## src/rtl/fdaf_queue.sv

```systemverilog
module fdaf_queue #(
	parameter type item_t = logic
) (
	input  logic  clk,
	input  logic  arst_n,
	input  logic  push,
	input  item_t push_data,
	output logic  full,
	input  logic  pop,
	output item_t head,
	output logic  head_valid
);

	item_t slot_q [2];
	logic wr_q;
	logic rd_q;
	logic [1:0] fill_q;

	assign full = fill_q == 2'd2;
	assign head_valid = fill_q != 2'd0;
	assign head = slot_q[rd_q];

	always_ff @(posedge clk) begin
		if (push) begin
			slot_q[wr_q] <= push_data;
		end
	end

	always_ff @(posedge clk or negedge arst_n) begin
		if (!arst_n) begin
			wr_q <= 1'b0;
			rd_q <= 1'b0;
			fill_q <= 2'd0;
		end else begin
			if (push) begin
				wr_q <= !wr_q;
			end
			if (pop) begin
				rd_q <= !rd_q;
			end
			fill_q <= fill_q + {1'b0, push} - {1'b0, pop};
		end
	end

endmodule

```

## config.mk

```make
export PLATFORM = sky130hd
export DESIGN_NAME = fdaf_queue
export DESIGN_NICKNAME = d
export VERILOG_FILES = /design/src/rtl/fdaf_queue.sv
export SDC_FILE = /design/constraint.sdc
export NUM_CORES = 1
export LEC_CHECK = 0
export BUFFER_PORTS_ARGS = -buffer_cell sky130_fd_sc_hd__buf_4
export CAP_MARGIN = 20
export CORE_AREA = 8 8 45 47
export CTS_BUF_LIST = sky130_fd_sc_hd__clkbuf_4 sky130_fd_sc_hd__clkbuf_8
export DETAILED_ROUTE_END_ITERATION = 10
export DIE_AREA = 0 0 53 55
export HOLD_SLACK_MARGIN = 0.1
export PLACE_DENSITY = 0.43
export SYNTH_ARGS = -nofsm -noshare
export SYNTH_HDL_FRONTEND = slang
export SYNTH_SLANG_ARGS = --single-unit
export TNS_END_PERCENT = 20
```

## constraint.sdc

```tcl
create_clock -name clk -period 1.9 [get_ports clk]
set_input_delay 0.095 -clock clk [delete_from_list [all_inputs] [get_ports clk]]
set_output_delay 0.095 -clock clk [all_outputs]
set_load 0.005 [all_outputs]
```

==> flow_metrics.env <==
export IMPL_layout_drive_gt1_share_pct=39.39
export IMPL_pre_cts_slack_ns=0.5198
export IMPL_cts_sinks=6
export IMPL_cts_htree_levels=1
export IMPL_status="finished, final reports clean"
export IMPL_crit_path_start_kind="input pin"
export IMPL_p_clk_share_pct=24.8
export IMPL_antenna_found_initial=0
export IMPL_p_sw_uw=136.7
export IMPL_wl_per_cell_um=8.714
export IMPL_crit_path_max_incr_delay_ns=0.54
export IMPL_finalCriticalPeriod_ns=1.527
export IMPL_crit_buf_inv=3
export IMPL_ant_nets=0
export IMPL_die_area_um2=2915
export IMPL_async_reset_ff_share_pct=66.67
export IMPL_tightestPinTransition_ns=0.1152
export IMPL_post_cts_repair_setup_buffers=0
export IMPL_grt_max_degree=5
export IMPL_start_util_pct=19.53
export IMPL_cts_clk_slew_worst_paths_ns=0.05
export IMPL_dr_pass1_iters=1
export IMPL_synth_area_um2=270.3
export IMPL_yosys_cell_types_count=10
export IMPL_critical_path_class="input pin to register"
export IMPL_p_int_uw=415.5
export IMPL_hold_viol_final=0
export IMPL_skew_ns=0.005737
export IMPL_ir_worst_vdd_uv=602.3
export IMPL_yosys_warnings=0
export IMPL_comb_power_share_pct=34.3
export IMPL_grt_setup_unrepaired="no"
export IMPL_ys_seq_area_share_pct=59.26
export IMPL_die_x_um=53
export IMPL_power_frac_seq_pct=40.9
export IMPL_arrival_ns=1.64
export IMPL_via_per_inst=3.633
export IMPL_crit_top_cell="ha_1"
export IMPL_gp_congestion=0.6340
export IMPL_synth_nets=25
export IMPL_drv_cap=0
export IMPL_first_global_vias=206
export IMPL_power_leakage_nw=0.1974
export IMPL_cp_cell_sequence="dlygate4sd3_1, buf_4, ha_1, inv_1, ha_1, xor3_1"
export IMPL_syn_avg_cell_area_um2=15.01
export IMPL_worst_slack_ns=0.3725
export IMPL_final_area_um2=412.9
export IMPL_synth_cells=18
export IMPL_synth_top_area_share_pct=37.04
export IMPL_cts_root_buf="clkbuf_4"
export IMPL_cp_depth=6
export IMPL_dr_total_vias=178
export IMPL_setup_viol=0
export IMPL_max_clock_freq_ghz=0.6547
export IMPL_slowest_stage="dlygate4sd3_1"
export IMPL_maxSlewHeadroom_pct=92.30
export IMPL_grt_usage_pct=4.396
export IMPL_regArea_um2=160.2
export IMPL_end_kind="register"
export IMPL_critical_path_top_delay_family="buffers and inverters"
export IMPL_fin_cells=49
export IMPL_io_pins=8
export IMPL_fin_tns_setup_ns=0
export IMPL_fill_cells=157
export IMPL_multi_input_area_um2=102.6
export IMPL_r2r_cells=5
export IMPL_yosysMostFrequentCell="dfrtp_1"
export IMPL_powerDensity_nw_per_um2=1338
export IMPL_required_ns=2.01
export IMPL_synth_ff_type="dfrtp_1"
export IMPL_port_buffers=7
export IMPL_area_growth_pct=52.78
export IMPL_placed_cells=41
export IMPL_drc=0
export IMPL_dp_hpwl_um=350.2
export IMPL_grt_pass1_wl_um=834
export IMPL_p_sw_share_pct=24.76
export IMPL_synth_area_leader_cell="dfrtp_1"
export IMPL_die_h_um=55
export IMPL_core_area_um2=1384
export IMPL_diodes=0
export IMPL_ys_ff_latch=6
export IMPL_drv_slew=0
export IMPL_hold_class="input pin to asynchronous set/reset pin"
export IMPL_synth_area_leaders="dfrtp_1, edfxtp_1, ha_1"
export IMPL_wirelength_um=427
export IMPL_num_rows=14
export IMPL_grt_overflow=0
export IMPL_post_route_period_util_pct=80.39
export IMPL_clk_latency_ns=0.24
export IMPL_clockBufferDepth=2
export IMPL_synth_edf_count=2
export IMPL_dpl_cell_area_um2=342.8
export IMPL_cts_tree="built"
export IMPL_drt_first_iter_violations=0
export IMPL_numCtsBuffers=3
export IMPL_final_nets=41
export IMPL_crit_fanout=2
==> registers in the layout (all words and copies together), names as in the netlist <==
signal and cells:
wr_q 1, rd_q 1, fill_q 2, slot_q 2
==> per-layer routing <==
metal	vias to the layer above	GRT usage, %	wire (µm)
met4	0	5.172	14
met5	-	0	0
met3	2	3.743	43
met1	84	3.704	162
met2	4	5.859	207
li1	88	-	-
==> cells in the final DEF, fill, tap and decap left out <==
cell type      count
and2_1             1
buf_4              7
clkbuf_4           4
dfrtp_1            4
dlygate4sd3_1      4
edfxtp_1           2
ha_1               2
inv_1              2
mux2_2             1
nor2b_1            2
or2_2              1
xor2_1             2
xor3_1             1
==> final timing paths <==
| kind | endpoint | startpoint | slack [ns] |
|---|---|---|---|
| max in group asynchronous | fill_q[1] | arst_n | 1.60 |
| min in group clk | rd_q | rd_q | 0.49 |
| worst max-delay path | fill_q[1] | pop | 0.37 |
| worst min-delay path | rd_q | arst_n | 0.20 |
| worst max register to register | fill_q[1] | fill_q[0] | 0.52 |
| worst min register to register | rd_q | rd_q | 0.49 |
==> cell families (layout without fill, tap and decap cells) <==
family,count (synthesis),after routing,share of synthesized area (%)
xor+xnor,3,3,15.28
fa+ha+maj,2,2,9.258
buf+inv,2,17,2.779
flops,6,6,59.26
mux,1,1,4.166
simple gates,4,4,9.261
==> final cells by class <==
type                            instances  share of cell area (%)
Sequential cell                         6                   38.79
Timing Repair Buffer                   11                   22.42
Tap cell                               16                   4.848
Inverter                                2                   1.818
Clock buffer                            4                   7.273
Multi-Input combinational cell         10                   24.85
==> power by group through the flow <==
stage / Clock (mW) / Sequential (mW) / Combinational, mW
floorplan: 0 / 0.220 / 0.119
global placement: 0 / 0.225 / 0.184
detailed placement: 0 / 0.228 / 0.187
CTS: 0.144 / 0.226 / 0.194
global route: 0.160 / 0.233 / 0.217
finish: 0.137 / 0.226 / 0.189
==> per-stage QoR <==
step                util (%)  total power [mW]  hold slack [ns]
CTS                    29.84            0.5643           0.1946
detailed placement     24.77            0.4147          -0.1057
floorplan                  -            0.3390          -0.2006
global placement       24.77            0.4089          -0.1067
finish                 29.84            0.5523           0.1959
global route           29.84            0.6092           0.2051
==> timing repair <==
| action | in CTS | in global routing |
|---|---|---|
| hold endpoints to repair | 8 | 0 |
| hold buffers | 4 | 0 |
| endpoints found under the setup margin | 0 | 0 |
| gates resized for setup | 0 | 0 |
(Power assumes the default switching activity.)
